$ cat src/sv/lkv_pkg.sv
// Shared constants, types and codes of the LRU key-value cache.
`timescale 1ns / 1ps

package lkv_pkg;

   // Store geometry
   localparam int CAPACITY = 4;
   localparam int SLOT_W   = (CAPACITY > 1) ? $clog2(CAPACITY) : 1;
   localparam int CNT_W    = $clog2(CAPACITY + 1);

   // Field widths
   localparam int KEY_W   = 32;
   localparam int DATA_W  = 32;
   localparam int STAMP_W = 32;

   // Stream payload widths
   localparam int REQ_TDATA_W = KEY_W + DATA_W;
   localparam int RSP_TDATA_W = DATA_W + KEY_W;
   localparam int RSP_TUSER_W = 2;

   // Request kinds
   localparam logic OP_GET = 1'b0;
   localparam logic OP_PUT = 1'b1;

   // Value returned by a get that misses
   localparam logic [DATA_W-1:0] MISS_VALUE = {DATA_W{1'b1}};

   // Controller states
   typedef enum logic [1:0] {
      ST_IDLE = 2'b01,
      ST_EXEC = 2'b10
   } state_type;

   // Controller to datapath
   typedef struct packed {
      logic capture;
      logic commit;
   } ctrl_cmd_type;

   // Datapath to controller
   typedef struct packed {
      logic rsp_free;
   } ctrl_sts_type;

endpackage

$ cat src/sv/lkv_ctrl.sv
// Request sequencer of the LRU key-value cache.
`timescale 1ns / 1ps

module lkv_ctrl (
   input  logic                  clock,
   input  logic                  reset,
   input  logic                  req_tvalid,
   output logic                  req_tready,
   input  lkv_pkg::ctrl_sts_type sts,
   output lkv_pkg::ctrl_cmd_type cmd
);
   import lkv_pkg::*;

   state_type state_ff;
   state_type state_in;

   // Next state and commands
   always_comb begin
      state_in    = state_ff;
      req_tready  = 1'b0;
      cmd.capture = 1'b0;
      cmd.commit  = 1'b0;
      case (state_ff)
         ST_IDLE: begin
            req_tready = 1'b1;
            if (req_tvalid) begin
               cmd.capture = 1'b1;
               state_in    = ST_EXEC;
            end
         end
         ST_EXEC: begin
            // hold until the result register can take the result
            if (sts.rsp_free) begin
               cmd.commit = 1'b1;
               state_in   = ST_IDLE;
            end
         end
         default: begin
            state_in = ST_IDLE;
         end
      endcase
   end

   // State register
   always_ff @(posedge clock) begin
      if (reset) begin
         state_ff <= ST_IDLE;
      end else begin
         state_ff <= state_in;
      end
   end

endmodule

$ cat src/sv/lkv_datapath.sv
// Entry store, lookup, replacement choice and result register of the cache.
`timescale 1ns / 1ps

module lkv_datapath (
   input  logic                                clock,
   input  logic                                reset,
   input  lkv_pkg::ctrl_cmd_type               cmd,
   output lkv_pkg::ctrl_sts_type               sts,
   input  logic                                req_tuser,
   input  logic [lkv_pkg::REQ_TDATA_W-1:0]     req_tdata,
   output logic                                rsp_tvalid,
   input  logic                                rsp_tready,
   output logic [lkv_pkg::RSP_TDATA_W-1:0]     rsp_tdata,
   output logic [lkv_pkg::RSP_TUSER_W-1:0]     rsp_tuser
);
   import lkv_pkg::*;

   // Captured request
   logic              op_ff;
   logic [KEY_W-1:0]  key_ff;
   logic [DATA_W-1:0] data_in_ff;

   // Entry store
   logic [KEY_W-1:0]   entry_keys_ff   [CAPACITY];
   logic [DATA_W-1:0]  entry_values_ff [CAPACITY];
   logic [STAMP_W-1:0] entry_stamps_ff [CAPACITY];
   logic [CNT_W-1:0]   fill_count_ff;
   logic [STAMP_W-1:0] use_counter_ff;
   logic [STAMP_W-1:0] use_counter_in;

   // Result register
   logic              rsp_valid_ff;
   logic              hit_ff;
   logic [DATA_W-1:0] data_out_ff;
   logic              evicted_ff;
   logic [KEY_W-1:0]  evicted_key_ff;

   // Lookup and replacement
   logic               hit_found;
   logic [SLOT_W-1:0]  hit_slot;
   logic [SLOT_W-1:0]  old_slot;
   logic [STAMP_W-1:0] old_stamp;
   logic               is_full;
   logic [SLOT_W-1:0]  free_slot;

   assign sts.rsp_free = !rsp_valid_ff || rsp_tready;

   // Saturating use counter
   assign use_counter_in = (use_counter_ff == {STAMP_W{1'b1}}) ? use_counter_ff
                                                              : use_counter_ff + STAMP_W'(1);

   assign is_full   = (fill_count_ff == CNT_W'(CAPACITY));
   assign free_slot = fill_count_ff[SLOT_W-1:0];

   // Match the key against the valid entries, lowest slot wins
   always_comb begin
      hit_found = 1'b0;
      hit_slot  = '0;
      for (int i = CAPACITY - 1; i >= 0; i--) begin
         if ((CNT_W'(i) < fill_count_ff) && (entry_keys_ff[i] == key_ff)) begin
            hit_found = 1'b1;
            hit_slot  = SLOT_W'(i);
         end
      end
   end

   // Find the oldest stamp, lowest slot on a tie
   always_comb begin
      old_slot  = '0;
      old_stamp = entry_stamps_ff[0];
      for (int i = 1; i < CAPACITY; i++) begin
         if (entry_stamps_ff[i] < old_stamp) begin
            old_slot  = SLOT_W'(i);
            old_stamp = entry_stamps_ff[i];
         end
      end
   end

   // Capture the request
   always_ff @(posedge clock) begin
      if (cmd.capture) begin
         op_ff      <= req_tuser;
         key_ff     <= req_tdata[KEY_W-1:0];
         data_in_ff <= req_tdata[KEY_W +: DATA_W];
      end
   end

   // Update entries and load the result
   always_ff @(posedge clock) begin
      if (cmd.commit) begin
         hit_ff         <= hit_found;
         data_out_ff    <= '0;
         evicted_ff     <= 1'b0;
         evicted_key_ff <= '0;
         if (op_ff == OP_GET) begin
            if (hit_found) begin
               entry_stamps_ff[hit_slot] <= use_counter_in;
               data_out_ff               <= entry_values_ff[hit_slot];
            end else begin
               data_out_ff <= MISS_VALUE;
            end
         end else if (hit_found) begin
            entry_values_ff[hit_slot] <= data_in_ff;
            entry_stamps_ff[hit_slot] <= use_counter_in;
         end else if (!is_full) begin
            entry_keys_ff[free_slot]   <= key_ff;
            entry_values_ff[free_slot] <= data_in_ff;
            entry_stamps_ff[free_slot] <= use_counter_in;
         end else begin
            // replace the least recently used entry
            evicted_ff                <= 1'b1;
            evicted_key_ff            <= entry_keys_ff[old_slot];
            entry_keys_ff[old_slot]   <= key_ff;
            entry_values_ff[old_slot] <= data_in_ff;
            entry_stamps_ff[old_slot] <= use_counter_in;
         end
      end
   end

   // Control state: fill count, use counter, result valid
   always_ff @(posedge clock) begin
      if (reset) begin
         fill_count_ff  <= '0;
         use_counter_ff <= '0;
         rsp_valid_ff   <= 1'b0;
      end else begin
         if (cmd.commit) begin
            use_counter_ff <= use_counter_in;
            if ((op_ff == OP_PUT) && !hit_found && !is_full) begin
               fill_count_ff <= fill_count_ff + CNT_W'(1);
            end
            rsp_valid_ff <= 1'b1;
         end else if (rsp_tready) begin
            rsp_valid_ff <= 1'b0;
         end
      end
   end

   assign rsp_tvalid = rsp_valid_ff;
   assign rsp_tdata  = {evicted_key_ff, data_out_ff};
   assign rsp_tuser  = {evicted_ff, hit_ff};

endmodule

$ cat src/sv/lru_key_value_cache.sv
// Top level of the fully associative key-value cache with LRU replacement.
`timescale 1ns / 1ps

// Usage:
//   Requests enter on the req_ stream: req_tuser is the kind (0 get, 1 put),
//   req_tdata carries the key and the value to store. Every request gives
//   exactly one transfer on the rsp_ stream: hit and evicted flags in
//   rsp_tuser, the value read and the evicted key in rsp_tdata.
//   A request is first captured; then, in a second step, all entries are
//   matched in parallel, the oldest stamp is chosen and the store and the
//   result register are written. A new request is taken only once the
//   single lookup-and-writeback step of the last request has ended.
//   The result sits in an output register: a request is still taken while a
//   result waits, and the block holds its second step only when the result
//   register is still full and rsp_tready is low.
//   Reset empties the store (fill count zero) and clears the use counter;
//   entry contents need no clearing, as only filled slots are ever read.
module lru_key_value_cache (
   input  logic                                clock,
   input  logic                                reset,
   input  logic                                req_tvalid,
   output logic                                req_tready,
   input  logic [lkv_pkg::REQ_TDATA_W-1:0]     req_tdata,  // key, data_in
   input  logic                                req_tuser,  // op
   output logic                                rsp_tvalid,
   input  logic                                rsp_tready,
   output logic [lkv_pkg::RSP_TDATA_W-1:0]     rsp_tdata,  // data_out, evicted_key
   output logic [lkv_pkg::RSP_TUSER_W-1:0]     rsp_tuser   // hit, evicted
);
   import lkv_pkg::*;

   ctrl_cmd_type cmd;
   ctrl_sts_type sts;

   lkv_ctrl u_ctrl (
      .clock      (clock),
      .reset      (reset),
      .req_tvalid (req_tvalid),
      .req_tready (req_tready),
      .sts        (sts),
      .cmd        (cmd)
   );

   lkv_datapath u_datapath (
      .clock      (clock),
      .reset      (reset),
      .cmd        (cmd),
      .sts        (sts),
      .req_tuser  (req_tuser),
      .req_tdata  (req_tdata),
      .rsp_tvalid (rsp_tvalid),
      .rsp_tready (rsp_tready),
      .rsp_tdata  (rsp_tdata),
      .rsp_tuser  (rsp_tuser)
   );

endmodule
$ cat config.mk
export PLATFORM = sky130hd
export DESIGN_NAME = lru_key_value_cache
export DESIGN_NICKNAME = d
export VERILOG_FILES = /design/src/sv/lkv_pkg.sv /design/src/sv/lkv_ctrl.sv /design/src/sv/lkv_datapath.sv /design/src/sv/lru_key_value_cache.sv
export SDC_FILE = /design/constraint.sdc
export NUM_CORES = 1
export LEC_CHECK = 0
export BUFFER_PORTS_ARGS = -buffer_cell sky130_fd_sc_hd__buf_2
export CAP_MARGIN = 15
export CELL_PAD_IN_SITES_DETAIL_PLACEMENT = 0
export CELL_PAD_IN_SITES_GLOBAL_PLACEMENT = 1
export CORE_ASPECT_RATIO = 1.2
export CORE_MARGIN = 4
export CORE_UTILIZATION = 50
export CTS_CLUSTER_DIAMETER = 100
export DETAILED_ROUTE_END_ITERATION = 7
export HOLD_SLACK_MARGIN = 0.05
export PLACE_DENSITY_LB_ADDON = 0.1
export REMOVE_ABC_BUFFERS = 1
export SLEW_MARGIN = 20
export SYNTH_ARGS = -nofsm -noshare
export SYNTH_HDL_FRONTEND = slang
export SYNTH_SLANG_ARGS = --single-unit
$ cat constraint.sdc
create_clock -name clock -period 26.9 [get_ports clock]
set_input_delay 4.035 -clock clock [delete_from_list [all_inputs] [get_ports clock]]
set_output_delay 4.035 -clock clock [all_outputs]
set_load 0.1 [all_outputs]
; Yosys cells after proc, flatten, opt, wreduce, memory -nomap -nowiden
; Memory sizes are Yosys's and may differ from the RTL's. A register that Yosys moved wholly into a read port is not among the register bits.
; Cells that the tools add are included.
[classes]
n_addsub = 2
eq_ne = 10
bitwise_logic = 3
mux = 58
n_reduce_logical = 19
magnitude_cmp = 7
[ops]
columns = operator, n
row1 = $mux 32, 10
row2 = $reduce_or 32->1, 5
row3 = $eq 32x32->1, 4
row4 = $lt 32x32->1, 3
row5 = $mux 1, 34
row6 = $add 32x1->32 const B, 1
row7 = $eq 32x32->1 const B, 1
row8 = $mux 2, 13
row9 = $logic_and 1x1->1, 6
row10 = $lt 1x3->1 const A, 2
row11 = $lt 2x3->1 const A, 2
row12 = $ne 2x2->1 const B, 2
row13 = $pmux 2 s2, 1
row14 = $reduce_and 2->1, 2
row15 = $add 3x1->3 const B, 1
row16 = $eq 3x3->1 const B, 1
row17 = $logic_not 1->1, 3
row18 = $reduce_or 3->1, 1
row19 = $eq 2x1->1 const B, 1
row20 = $eq 2x2->1 const B, 1
row21 = $not 1->1, 2
row22 = $reduce_bool 2->1, 1
row23 = $logic_or 1x1->1, 1
row24 = $or 1x1->1, 1
[totals]
ramBits = 384
ff_bits = 137
word_cells = 112
n_memories = 3
in_bits = 69
[mem_list]
columns = name, depth, word_bits, rd, rd_ports_with_merged_regs, write_ports, line_no
row1 = u_datapath.entry_keys_ff, 4, 32, 5, 1, 1, lkv_datapath.sv:24  ; logic [KEY_W-1:0] entry_keys_ff [CAPACITY];
row2 = u_datapath.entry_stamps_ff, 4, 32, 4, 0, 1, lkv_datapath.sv:26  ; logic [STAMP_W-1:0] entry_stamps_ff [CAPACITY];
row3 = u_datapath.entry_values_ff, 4, 32, 1, 0, 1, lkv_datapath.sv:25  ; logic [DATA_W-1:0] entry_values_ff [CAPACITY];

; Longest topological paths before layout
; An unclocked memory read counts as a cell.
[logic_depth]
word_depth = 14
ltp_mapped = 33

; Hierarchy
; From an unflattened synthesis, not the netlist that was laid out.
[unflattened]
hier_cells = 1765
area_unflattened_um2 = 24298.3
[by_module_without_submodules]
columns = mod, instances, area_each_um2, cells_each
row1 = lkv_datapath, 1, 24203.2, 1756
row2 = lkv_ctrl, 1, 95.1, 9

; Worst setup path after synthesis
; OpenSTA, ideal clock, no wires.
[synth_path]
path_kind = reg-to-reg
start = memory u_datapath.entry_stamps_ff[1][1]
end = memory u_datapath.entry_keys_ff[0][0], enable pin
n_path_buf = 4
stages_incl_launch_ff = 29
period_less_slack_ns = 8.774
arrival_time_ns = 8.304
t_required_ns = 26.430
path_slack_ns = 18.126
path_cell_list = edfxtp_1 ha_1 a2111o_1 a41oi_1 o211ai_1 a21oi_1 buf_2 buf_2 buf_2 mux2i_1 ha_1 nand4_1 or3_1 or3_1 a31oi_1 nor2b_1 a41oi_4 buf_2 nor2_1 a21o_1 ha_1 nand4_1 nor4_1 nand3_1 o211ai_1 nor2_1 o311ai_1 nand4_1 o31ai_1
[synth_rtl]
columns = item, line_no
row1 = start: declaration, lkv_datapath.sv:26
row2 = end: declaration, lkv_datapath.sv:24

==> flow_summary.ini <==
[run]
cap_violations = 0

[cts]
cts_hold_buffers = 0
clock_sinks = 553
clockRootBuffer = clkbuf_16
ctsResizeCount = 0
cts_tree = built
insertion_delay_ps = 610
clkTransAtPathRegs_ps = 60
cts_max_level = 2
cts_buffers = 53
clock_path_buffers = 3
post_cts.repair.setup_buffers = 0

[detailed_routing]
detail_route.wirelength_mm = 59.12
wl_met1_mm = 24.92
drtAntennaViolNets = 0
first_pass_iters = 5
drtIter0Drc = 1037
wl_met2_mm = 30.37
vias_per_cell = 5.617
wl_met3_mm = 2.381
wl_per_cell_um = 22.04
highest-signal-layer = met4
drc = 0
vias = 15070

[pwr]
p_per_area_nw_per_um2 = 61.47
power_frac_comb_pct = 2.9
power.total_mw = 1.725
p_sw_share_pct = 21.15
irDropWorstVdd_mv = 0.06380
clkPwrFrac_pct = 41.4
switching_power_mw = 0.3647
cellLeakagePower_nw = 10.17
cell_internal_pwr_mw = 1.360
pwr-share-seq_pct = 55.7

[logic_synthesis]
yosys.area.top_type = edfxtp_1
yosysSeqAreaShare_pct = 65.21
ys_warn_count = 0
synth-compound-area-share_pct = 6.305
synthMuxAreaShare_pct = 4.113
synth-simple-area-share_pct = 11.00
synthDistinctLibCells = 70
synth_enable_flop_cells = 515
netlist_area_um2 = 24880
synth_cells = 1862
synth.avg_cell_area_um2 = 13.36
netlist_top_cells_count = edfxtp_1 (515), nor2_1 (177), nand2_1 (166)
ys_seq_elements = 553
synth_area_leaders = edfxtp_1 (62%), ha_1 (4.8%), xnor2_1 (4.3%)
synth_top_cell_area_share_pct = 62.15
synth_top_family_by_area = simple AND/OR/NAND/NOR gates
synth-main-ff-cell = edfxtp_1
synth.most_common_cell = edfxtp_1
synthAdderAreaFrac_pct = 4.827
synthXorXnorAreaFrac_pct = 6.511
synth-async-reset-ratio_pct = 0

[die]
die_w_um = 211.7
dieArea_um2 = 53420
fp-row-count = 89
die_h_um = 252.4
core_um2 = 49220
io_pins = 137
initial_core_util_pct = 50.56

[placement]
pre_cts_slack_ps = 17660
placed_cells = 2585
dpl.hpwl_mm = 39.91
placed_area_um2 = 26320
port_buffers = 136
routabilityCongestion = 0.9141

[timing]
maxSlewHeadroom_pct = 29.64
holdWs_ps = 493.5
setup_slack_ps = 17810
fin_crit_sh_pct = 33.78
slew_violations = 0
final_hold_viol_count = 0
setup_viol = 0
setup_tns_ps = 0
finClkSkew_ps = 18.85
worst_pin_slew_ps = 1046
rsz0062_at_grt = false
layout_min_cycle_time_ps = 9087
timing.fmax_ghz = 0.1100

[setup_path]
crit_fanout = 44
path_class = flop to flop
path_buf_inv = 3
crit_family = compound AO/OA/AOI/OAI gates
cpMaxStageDelayCell = nor2_4
cp_data_required_time_ps = 27120
arrival_ps = 9310
max_stage_delay_ps = 830
critPathCaptureType = flop
start_kind = flop

[grt]
first_global_vias = 15100
grt_usage_pct = 21.98
grt_first_pass_wirelength_mm = 89.94
overflow = 0
antenna_found_initial = 0
grt_max_degree = 67

[final_layout]
final_nets = 2172
regArea_um2 = 16230
drive_above_1_share_pct = 14.72
fin_area_um2 = 28060
syn_to_final_growth_pct = 12.76
post-route-util_pct = 57.01
antenna_cells = 0
nFillCells = 4011
multi_input_area_um2 = 8242
stdcell_count = 2682

[status]
status = completed

[hold_path]
hold_class = flop to flop
==> worst min-delay path: cells and delay by family (launching register included) <==
kind            cells  cell delay (ps)
compound gates      1               60
flops               1              320
simple gates        1               70
==> routing by layer <==
layer  GRT usage (%)  vias to the layer above
li1                -                     7241
met1           28.74                     7417
met2           38.91                      334
met3           2.868                       74
met4           5.762                        0
met5               0                        -
==> power by group through the flow <==
stage	Sequential [mW]	Combinational [mW]	Clock [mW]
2_1_floorplan	0.982	0.0233	0
3_3_place_gp	0.979	0.0498	0
3_5_place_dp	0.980	0.0500	0
4_1_cts	0.961	0.0502	0.730
5_1_grt	0.962	0.0537	0.767
6_report	0.961	0.0499	0.714
==> cells by family after synthesis <==
logic type | Yosys count
simple gates | 568
flops | 553
compound gates | 246
xor+xnor | 185
buf+inv | 116
mux | 98
fa+ha+maj | 96
==> path summary, 6_finish.rpt <==
kind              slack (ps)  cells after the start                               end                              start
setup / recovery       17810                     29  u_datapath.entry_stamps_ff[2][9]  u_datapath.entry_stamps_ff[1][27]
hold / removal           490                      2             u_datapath.rsp_tvalid                 u_ctrl.state_ff[1]
setup reg to reg       17810                     29  u_datapath.entry_stamps_ff[2][9]  u_datapath.entry_stamps_ff[1][27]
hold reg to reg          490                      2             u_datapath.rsp_tvalid                 u_ctrl.state_ff[1]
==> sequential cells by signal, indices dropped and copies added (netlist names), 2 cells and up <==
signal,cells
u_datapath.data_in_ff,32
u_datapath.entry_stamps_ff,128
u_datapath.evicted_key_ff,32
u_datapath.use_counter_ff,32
u_datapath.entry_keys_ff,128
u_datapath.data_out_ff,32
u_datapath.entry_values_ff,128
u_datapath.key_ff,32
u_ctrl.state_ff,2
u_datapath.fill_count_ff,3
==> cell type report <==
type | instances | area share, %
well taps | 637 | 2.840
inverters | 44 | 0.5931
multi-input cells | 1193 | 29.37
flip-flops and latches | 553 | 57.83
clock inverters | 21 | 0.7491
clock buffers | 72 | 5.124
repair buffers | 162 | 3.496
==> cells in the final DEF (no fill, tap or decap), types with 15 or more instances in the layout <==
master / Yosys / layout
nor3_1: 21 / 21
xor2_1: 64 / 64
ha_1: 96 / 96
edfxtp_1: 515 / 515
nand4_1: 64 / 64
inv_1: 43 / 42
dfxtp_1: 38 / 38
xnor2_1: 121 / 121
clkbuf_16: 0 / 53
nor2_1: 177 / 167
buf_2: 22 / 136
o21ai_0: 58 / 58
a31oi_1: 34 / 34
buf_4: 6 / 20
nand2_1: 166 / 166
clkbuf_1: 40 / 15
nor4_1: 21 / 21
nand2b_1: 20 / 20
mux2_2: 34 / 34
a21o_1: 35 / 35
nand3_1: 32 / 32
mux2i_1: 64 / 64
o22ai_1: 32 / 32
a21oi_1: 42 / 41
No activity file was read; power rests on OpenSTA's default activity.
